[src/rtl/core/bvp_pkg.sv]
// bvp_pkg: shared types and constants for the battery voltage to percent block.
// Holds the fixed 16-point charge curve, field widths and code names.
// No dependencies.
`timescale 1ns / 1ps
package bvp_pkg;

	localparam int MV_W        = 13;
	localparam int PCT_W       = 7;
	localparam int CURVE_POINTS = 16;
	localparam int SEG_W       = $clog2(CURVE_POINTS);
	localparam int DELTA_W     = 4;
	localparam int DIST_W      = 7;
	localparam int PROD_W      = DELTA_W + DIST_W;
	localparam int NUM_W       = 11;
	localparam int FRAC_W      = 4;

	// reciprocal of 100: floor(x / 100) == (x * 5243) >> 19 for x < 43000
	localparam int RECIP_W     = 13;
	localparam int RECIP_SHIFT = 19;
	localparam logic [RECIP_W-1:0] RECIP_100 = 13'd5243;

	localparam logic [MV_W-1:0] SPAN_NARROW = 13'd50;

	typedef logic [MV_W-1:0]  mv_t;
	typedef logic [PCT_W-1:0] pct_t;

	localparam mv_t CURVE_MV [CURVE_POINTS] = '{
		13'd3400, 13'd3450, 13'd3500, 13'd3550,
		13'd3600, 13'd3650, 13'd3700, 13'd3750,
		13'd3800, 13'd3850, 13'd3900, 13'd4000,
		13'd4050, 13'd4100, 13'd4150, 13'd4200
	};

	localparam pct_t CURVE_PCT [CURVE_POINTS] = '{
		7'd0,  7'd2,  7'd5,  7'd9,
		7'd14, 7'd20, 7'd28, 7'd37,
		7'd48, 7'd58, 7'd68, 7'd82,
		7'd88, 7'd93, 7'd97, 7'd100
	};

	typedef enum logic [1:0] {
		CHG_IDLE = 2'd0,
		CHG_PRE  = 2'd1,
		CHG_FAST = 2'd2,
		CHG_DONE = 2'd3
	} chg_status_t;

	localparam logic REG_PRESENT_MIN = 1'b0;
	localparam logic REG_PRESENT_MAX = 1'b1;

	typedef struct packed {
		logic              present;
		pct_t              base_pct;
		logic [NUM_W-1:0]  num;
	} seg_t;

endpackage

[src/rtl/core/bvp_seg.sv]
// bvp_seg: presence window check, curve segment select and scaled offset.
// Produces base percent and the rounding numerator over 100.
// Depends on bvp_pkg.
`timescale 1ns / 1ps
module bvp_seg import bvp_pkg::*; (
	input  mv_t  mv,
	input  mv_t  min_mv,
	input  mv_t  max_mv,
	output seg_t seg
);

	logic [SEG_W-1:0]   sel;
	mv_t                v0;
	mv_t                span;
	logic [DELTA_W-1:0] delta;
	logic [DIST_W-1:0]  offs;
	logic [PROD_W-1:0]  prod;
	logic               present;

	always_comb begin
		sel = SEG_W'(CURVE_POINTS - 1);
		for (int i = CURVE_POINTS - 1; i >= 1; i--) begin
			if (mv <= CURVE_MV[i]) begin
				sel = SEG_W'(i);
			end
		end
	end

	always_comb begin
		v0    = CURVE_MV[sel - SEG_W'(1)];
		span  = CURVE_MV[sel] - v0;
		delta = DELTA_W'(CURVE_PCT[sel] - CURVE_PCT[sel - SEG_W'(1)]);
		offs  = DIST_W'(mv - v0);
		prod  = PROD_W'(delta) * PROD_W'(offs);
	end

	assign present = (mv >= min_mv) && (mv <= max_mv);

	always_comb begin
		seg.present  = present;
		seg.base_pct = '0;
		seg.num      = '0;
		if (present) begin
			if (mv <= CURVE_MV[0]) begin
				seg.base_pct = CURVE_PCT[0];
			end else if (mv >= CURVE_MV[CURVE_POINTS-1]) begin
				seg.base_pct = CURVE_PCT[CURVE_POINTS-1];
			end else begin
				seg.base_pct = CURVE_PCT[sel - SEG_W'(1)];
				// narrow span: (2*d*x + 50) / 100; wide span: (d*x + 50) / 100
				if (span == SPAN_NARROW) begin
					seg.num = NUM_W'({prod, 1'b0}) + NUM_W'(50);
				end else begin
					seg.num = NUM_W'(prod) + NUM_W'(50);
				end
			end
		end
	end

endmodule

[src/rtl/core/bvp_scale.sv]
// bvp_scale: divides the rounding numerator by 100 and adds the base percent.
// Division by reciprocal multiplication.
// Depends on bvp_pkg.
`timescale 1ns / 1ps
module bvp_scale import bvp_pkg::*; (
	input  seg_t seg,
	output pct_t pct
);

	logic [NUM_W+RECIP_W-1:0] prod;
	logic [FRAC_W-1:0]        frac;

	assign prod = (NUM_W + RECIP_W)'(seg.num) * (NUM_W + RECIP_W)'(RECIP_100);
	assign frac = prod[RECIP_SHIFT +: FRAC_W];
	assign pct  = seg.base_pct + PCT_W'(frac);

endmodule

[src/rtl/core/battery_voltage_to_percent.sv]
// battery_voltage_to_percent: battery voltage to state of charge, with flags.
// Three register stages: input, segment/product, result.
// A transfer moves through the input, segment/product and result registers in that order.
// Throughput: one transfer per cycle; each stage advances when the next is free.
// Reset: pipeline empty, presence window 2500..4600 mV.
`timescale 1ns / 1ps
module battery_voltage_to_percent import bvp_pkg::*; (
	input  logic       clk,
	input  logic       arst_n,
	input  logic       cfg_wr_en,
	input  logic       cfg_index,
	input  mv_t        cfg_data,
	input  logic       in_valid,
	output logic       in_stall,
	input  mv_t        battery_mv,
	input  logic [1:0] charge_status,
	input  logic [2:0] ntc_status,
	output logic       out_valid,
	input  logic       out_stall,
	output pct_t       percent,
	output logic       present,
	output logic       charging,
	output logic       ntc_fault
);

	mv_t        min_mv_q, max_mv_q;

	logic       vld_s1, vld_s2;
	mv_t        mv_s1;
	logic       chg_s1, ntc_s1;
	seg_t       seg_s2;
	logic       chg_s2, ntc_s2;

	logic       en_s1, en_s2, en_out;
	logic       chg_dec;
	seg_t       seg;
	pct_t       pct;

	always_ff @(posedge clk or negedge arst_n) begin
		if (!arst_n) begin
			min_mv_q <= 13'd2500;
			max_mv_q <= 13'd4600;
		end else if (cfg_wr_en) begin
			unique case (cfg_index)
				REG_PRESENT_MIN: min_mv_q <= cfg_data;
				REG_PRESENT_MAX: max_mv_q <= cfg_data;
				default: ;
			endcase
		end
	end

	assign en_out   = !out_valid || !out_stall;
	assign en_s2    = !vld_s2 || en_out;
	assign en_s1    = !vld_s1 || en_s2;
	assign in_stall = !en_s1;

	always_comb begin
		case (charge_status) inside
			CHG_PRE, CHG_FAST: chg_dec = 1'b1;
			default:           chg_dec = 1'b0;
		endcase
	end

	always_ff @(posedge clk or negedge arst_n) begin
		if (!arst_n) begin
			vld_s1    <= 1'b0;
			vld_s2    <= 1'b0;
			out_valid <= 1'b0;
		end else begin
			if (en_s1)  vld_s1    <= in_valid;
			if (en_s2)  vld_s2    <= vld_s1;
			if (en_out) out_valid <= vld_s2;
		end
	end

	always_ff @(posedge clk) begin
		if (en_s1 && in_valid) begin
			mv_s1  <= battery_mv;
			chg_s1 <= chg_dec;
			ntc_s1 <= (ntc_status != 3'd0);
		end
		if (en_s2 && vld_s1) begin
			seg_s2 <= seg;
			chg_s2 <= chg_s1;
			ntc_s2 <= ntc_s1;
		end
		if (en_out && vld_s2) begin
			percent   <= pct;
			present   <= seg_s2.present;
			charging  <= chg_s2;
			ntc_fault <= ntc_s2;
		end
	end

	bvp_seg u_seg (
		.mv     (mv_s1),
		.min_mv (min_mv_q),
		.max_mv (max_mv_q),
		.seg    (seg)
	);

	bvp_scale u_scale (
		.seg (seg_s2),
		.pct (pct)
	);

endmodule

[config.mk]
export PLATFORM = sky130hd
export DESIGN_NAME = battery_voltage_to_percent
export DESIGN_NICKNAME = d
export VERILOG_FILES = /design/src/rtl/core/bvp_pkg.sv /design/src/rtl/core/bvp_seg.sv /design/src/rtl/core/bvp_scale.sv /design/src/rtl/core/battery_voltage_to_percent.sv
export SDC_FILE = /design/constraint.sdc
export NUM_CORES = 1
export LEC_CHECK = 0
export ABC_AREA = 1
export BUFFER_PORTS_ARGS = -buffer_cell sky130_fd_sc_hd__buf_2
export CAP_MARGIN = 20
export CORE_UTILIZATION = 65
export DETAILED_ROUTE_END_ITERATION = 16
export HOLD_SLACK_MARGIN = 0.15
export MAX_ROUTING_LAYER = met4
export PLACE_DENSITY = 0.93
export SKIP_LAST_GASP = 1
export SYNTH_ARGS = -nofsm -noshare
export SYNTH_HDL_FRONTEND = slang
export SYNTH_SLANG_ARGS = --single-unit
[constraint.sdc]
create_clock -name clk -period 17.41 [get_ports clk]
set_input_delay 4.3525 -clock clk [delete_from_list [all_inputs] [get_ports clk]]
set_output_delay 4.3525 -clock clk [all_outputs]
set_load 0.03 [all_outputs]
Word-level counts from Yosys, hierarchy flattened
Memories as Yosys holds them, arrays and structs flattened.
Cells that the tools add are included.
Widths: inputs -> output; s select.
{"block": "op_classes", "n_addsub": 7, "mul": 2, "order_cmp": 20, "n_eq_ne": 3, "n_mux": 25, "bitwise_logic": 4, "n_reduce_logical": 18}
{"operator": "$le 13x12->1 const B", "count": 13}
{"operator": "$mux 13", "count": 4}
{"operator": "$mux 4", "count": 9}
{"operator": "$le 13x13->1 const B", "count": 2}
{"operator": "$mul 11x13->23 const B", "count": 1}
{"operator": "$add 11x6->11 const B", "count": 2}
{"operator": "$mux 7", "count": 3}
{"operator": "$eq 13x6->1 const B", "count": 1}
{"operator": "$ge 13x13->1", "count": 1}
{"operator": "$ge 13x13->1 const B", "count": 1}
{"operator": "$le 13x13->1", "count": 1}
{"operator": "$sub 13x13->13", "count": 1}
{"operator": "$mux 3", "count": 4}
{"operator": "$mul 4x7->11", "count": 1}
{"operator": "$mux 11", "count": 1}
{"operator": "$ge 5x5->1 const B", "count": 2}
{"operator": "$not 4->5", "count": 2}
{"operator": "$add 7x4->7", "count": 1}
{"operator": "$sub 7x7->7", "count": 1}
{"operator": "$logic_not 1->1", "count": 5}
{"operator": "$logic_and 1x1->1", "count": 4}
{"operator": "$mux 2", "count": 2}
{"operator": "$reduce_and 2->1", "count": 2}
{"operator": "$reduce_or 2->1", "count": 2}
{"operator": "9 further kinds", "count": 13}
{"block": "word_totals", "regBits": 75, "romBits": 640, "input_bits": 37, "output_inout_bits": 12, "elab_cells": 101, "n_memories": 4}
{"memory": "(no name shown)", "words": 16, "word_bits": 13, "rd": 1, "rd_clocked_by_memory_dff": 0, "wr": 0, "line": "bvp_seg.sv:30", "rtl": "v0 = CURVE_MV[sel - SEG_W'(1)];"}
{"memory": "(no name shown)", "words": 16, "word_bits": 13, "rd": 1, "rd_clocked_by_memory_dff": 0, "wr": 0, "line": "bvp_seg.sv:31", "rtl": "span = CURVE_MV[sel] - v0;"}
{"memory": "(no name shown)", "words": 16, "word_bits": 7, "rd": 1, "rd_clocked_by_memory_dff": 0, "wr": 0, "line": "bvp_seg.sv:32", "rtl": "delta = DELTA_W'(CURVE_PCT[sel] - CURVE_PCT[sel - SEG_W'(1)]);"}
{"memory": "(no name shown)", "words": 16, "word_bits": 7, "rd": 1, "rd_clocked_by_memory_dff": 0, "wr": 0, "line": "bvp_seg.sv:32"}

Longest topological paths before layout
{"block": "logic_depth", "depth_word": 24, "depth_mapped": 59}

Cells and area by module
From an unflattened synthesis, not the netlist that was laid out.
{"block": "unflattened", "hier_cells": 1216, "area_unflattened_um2": 9598.0}
{"mod": "bvp_seg", "instances": 1, "cells_each": 710, "area_each_um2": 4135.2}
{"mod": "bvp_scale", "instances": 1, "cells_each": 342, "area_each_um2": 2832.7}
{"mod": "battery_voltage_to_percent", "instances": 1, "cells_each": 164, "area_each_um2": 2630.0}

Least setup slack after synthesis
No wires, ideal clock.
{"block": "synth_timing", "kind": "input port to output port", "start": "input out_stall", "end": "output in_stall", "t_arrival_ns": 4.999, "path_slack_ns": 8.058, "cell_stages": 4, "n_path_buf": 0, "path_cell_list": "nand2_1 -> nor2_1 -> inv_1 -> nor2_1"}
{"block": "synth_via", "elab_chain_cells": 5}
{"item": "from (decl)", "line": "battery_voltage_to_percent.sv:19", "rtl": "input logic out_stall,"}
{"item": "$logic_not 1->1", "line": "battery_voltage_to_percent.sv:52", "rtl": "assign en_out = !out_valid || !out_stall;"}
{"item": "$logic_or 1x1->1", "line": "battery_voltage_to_percent.sv:52"}
{"item": "$logic_or 1x1->1", "line": "battery_voltage_to_percent.sv:53", "rtl": "assign en_s2 = !vld_s2 || en_out;"}
{"item": "$logic_or 1x1->1", "line": "battery_voltage_to_percent.sv:54", "rtl": "assign en_s1 = !vld_s1 || en_s2;"}
{"item": "$logic_not 1->1", "line": "battery_voltage_to_percent.sv:55", "rtl": "assign in_stall = !en_s1;"}
{"item": "to (decl)", "line": "battery_voltage_to_percent.sv:14", "rtl": "output logic in_stall,"}
Every way passes these cells.

Worst setup path in the final report
Same ends and word-level chain as after synthesis.

==> results.md <==
- Synth area leaders: ha_1, edfxtp_1, fa_1, inv_1, nand2_1
- First drt pass iteration count: 7
- Initial antenna violation count: 0
- CTS root buf: clkbuf_16
- Largest stage delay, worst path: 0.22 ns
- Cts hold-fix bufs: 0
- Number of H-tree levels: 3
- Post-Synthesis Cells: 1,166
- Clock sink count: 75
- Post-CTS Setup Repair Bufs: 0
- Hold-critical path depth: 0
- Post-synthesis register bit count: 75
- Fraction of registers with async set/reset: 0.387
- Routed WL: 23.6 mm
- Reg2Reg Depth: 50
- Row cnt: 43
- Number of global-route vias before repair: 8,123
- Max-cap violation count: 0
- Slew Viols, Final: 0
- Worst-path cell chain: buf_2, nand2_1, nor2_1, inv_1, nor2_1, buf_2
- Drt wl/cell: 16.8 um
- Drt drc: 0
- CTS buffer count: 9
- Resize count post-CTS: 0
- Largest net degree at the start of global routing: 30
- Global-route wire length before repair: 38.6 mm
- Io pins: 49
- Crit Path Category: in2out
- Die area: 14,800 um2
- Skew final: 0.0105 ns
- Startpoint types: input pin
- Hold Vio Cnt, Final: 0
- Worst-skew pair later-pin latency: 0.35 ns
- Post-route ant nets: 0
- Synth Warn #: 0
- CP Data Required Time: 13.06 ns
- Final setup violation count: 0
- Slowest CP cell: buf_2
- Status: finished, final reports clean
- Syn Area/Cell: 7.95 um2
- Synth area leader: ha_1
- CP bufs+invs: 3
- Period Utilization, post-route: 0.539
- Share of cells above drive strength 1: 0.104
- Final GP Congestion: 0.991
- Antenna cell count: 0
- CP Depth: 6
- Area of the multi-input gates: 6200 um2
- Setup_tns: 0 ns
- Core area: 13,900 um2
- Largest delay contributor family on the critical path: buffers and inverters
- Die width: 121 um
- All-Layer GR Usage: 0.347
- Slew @ Worst Pin: 0.869 ns
- Initial core utilization: 0.668
- Max Used Layer: met4
- WHS: 0.428 ns
- RSZ-0062 raised after global routing: no
- Met2 wire length: 11.5 mm
- Yosys cell types: 58
- CTS tree: yes
- Crit end category: primary output
- Post-DR vias/cell: 5.89
- DP Area: 9690 um2
- Tmin final: 9.38 ns
- Hold WC Path Type: reg2reg
- Sequential cell area: 2120 um2
- Crit path DAT: 5.03 ns
- Total number of vias: 8,239
- Top-area cell type share of the netlist area: 0.206
- Max_slew headroom: 0.420
- Register area share after synthesis: 0.229
- IO Port Bufs: 48
- Main flop type after synthesis: edfxtp_1
- Gr ovfl total: 0
- # nets final: 1,458
- Layout Area Growth over Synthesis: 7.77%
- Fill cells: 993
- Post-synth net total: 1,409
- Metal3 WL: 1.60 mm
- Initial drt markers: 815
- Crit path max fanout: 4
- Cell area after synthesis: 9280 um2
- Post-Route M1 WL: 9.80 mm
- Reg clk slew, reported paths: 0.06 ns
- Fmax: 107 MHz
- Detailed placer's ending HPWL: 18.3 mm
- Chip height: 121 um
- EDFF count, synth: 46
- Longest Clk Path Bufs: 2
- Design area: 10000 um2
-- Yosys cell counts (3+ instances only) --
cell and count:
inv_1 226, nand2_1 204, ha_1 153, nor2_1 105, o21ai_0 74, a21oi_1 65
fa_1 53, edfxtp_1 46, nand3_1 34, xor2_1 20, nand4_1 19, dfrtp_1 17
dfstp_2 12, or2_2 10, xnor2_1 10, a31oi_1 9, clkbuf_1 9, o21ai_1 8
inv_2 6, nand2_2 6, nand3_2 6, nor3_1 6, o21a_1 6, nor2_2 4
o211ai_1 4, o21ai_2 4, a211oi_1 3, a21o_1 3, o21bai_1 3, o31ai_1 3
-- worst paths after layout --
| check | startpoint | to | slack, ns |
|---|---|---|---|
| setup / recovery | out_stall | in_stall | 8.03 |
| hold / removal | ntc_s1$_DFFE_PP_ | ntc_s2$_DFFE_PP_ | 0.43 |
| setup reg to reg | mv_s1[12]$_DFFE_PP_ | seg_s2[10]$_SDFFCE_PP0P_ | 8.33 |
| hold reg to reg | ntc_s1$_DFFE_PP_ | ntc_s2$_DFFE_PP_ | 0.43 |
| max in group asynchronous | arst_n | min_mv_q[3]$_DFFE_PN0P_ | 12.97 |
| min in group asynchronous | arst_n | min_mv_q[5]$_DFFE_PN0P_ | 4.02 |
-- sequential cells by signal, summed over array words and instances (netlist names) --
signal and flops:
out_valid 1, charging 1, ntc_s1 1, percent 7, vld_s2 1, mv_s1 13
present 1, max_mv_q 13, seg_s2 19, min_mv_q 13, ntc_s2 1, vld_s1 1
ntc_fault 1, chg_s1 1, chg_s2 1
-- layout make-up --
type / instances / area share
multi-input combinational: 843 / 0.620
sequential: 75 / 0.212
inverter: 236 / 0.0894
timing repair buffer: 50 / 0.0255
clock buffer: 10 / 0.0250
tap: 180 / 0.0225
clock inverter: 6 / 0.00513
-- worst reg2reg max path: cells and delay by family, from the launching register on --
kind	cells	cell delay [ns]
AO/OA/AOI/OAI	7	0.97
XOR/XNOR	2	0.53
buffers and inverters	9	1.33
adder cells (fa/ha/maj)	7	2.87
AND/OR/NAND/NOR	25	2.49
flip-flops	1	0.66
-- kinds of logic after synthesis --
family,Yosys count,synth area share
buffers and inverters,248,0.103
DFF,75,0.229
and+or+nand+nor,406,0.192
AOI/OAI and AO/OA,201,0.127
xor gates and xnor gates,30,0.0283
adders and majority gates,206,0.321
-- metal layers --
layer | vias to the layer above | global-route usage
li1 | 3920 | -
met1 | 3869 | 0.424
met2 | 373 | 0.569
met3 | 77 | 0.0606
met4 | 0 | 0.140
met5 | - | -
-- cell usage in the layout (no fill, tap or decap), types with 20 or more instances in the layout --
cell type | synthesis | routed
inv_1 | 226 | 226
nand2_1 | 204 | 204
ha_1 | 153 | 153
nor2_1 | 105 | 105
o21ai_0 | 74 | 74
a21oi_1 | 65 | 65
fa_1 | 53 | 53
buf_2 | 1 | 48
edfxtp_1 | 46 | 46
nand3_1 | 34 | 34
xor2_1 | 20 | 20
-- through the flow --
stage	cells	setup WS, ns	utilization
4_1_cts	1399	8.03	0.720
3_3_place_gp	1383	8.09	0.698
6_report	1400	8.03	0.720
3_5_place_dp	1383	8.03	0.698
5_1_grt	1400	7.55	0.720
2_1_floorplan	1166	8.06	-
Power is not shown: default switching activity piles up to over one toggle a cycle in this logic, so the estimate is an artifact.
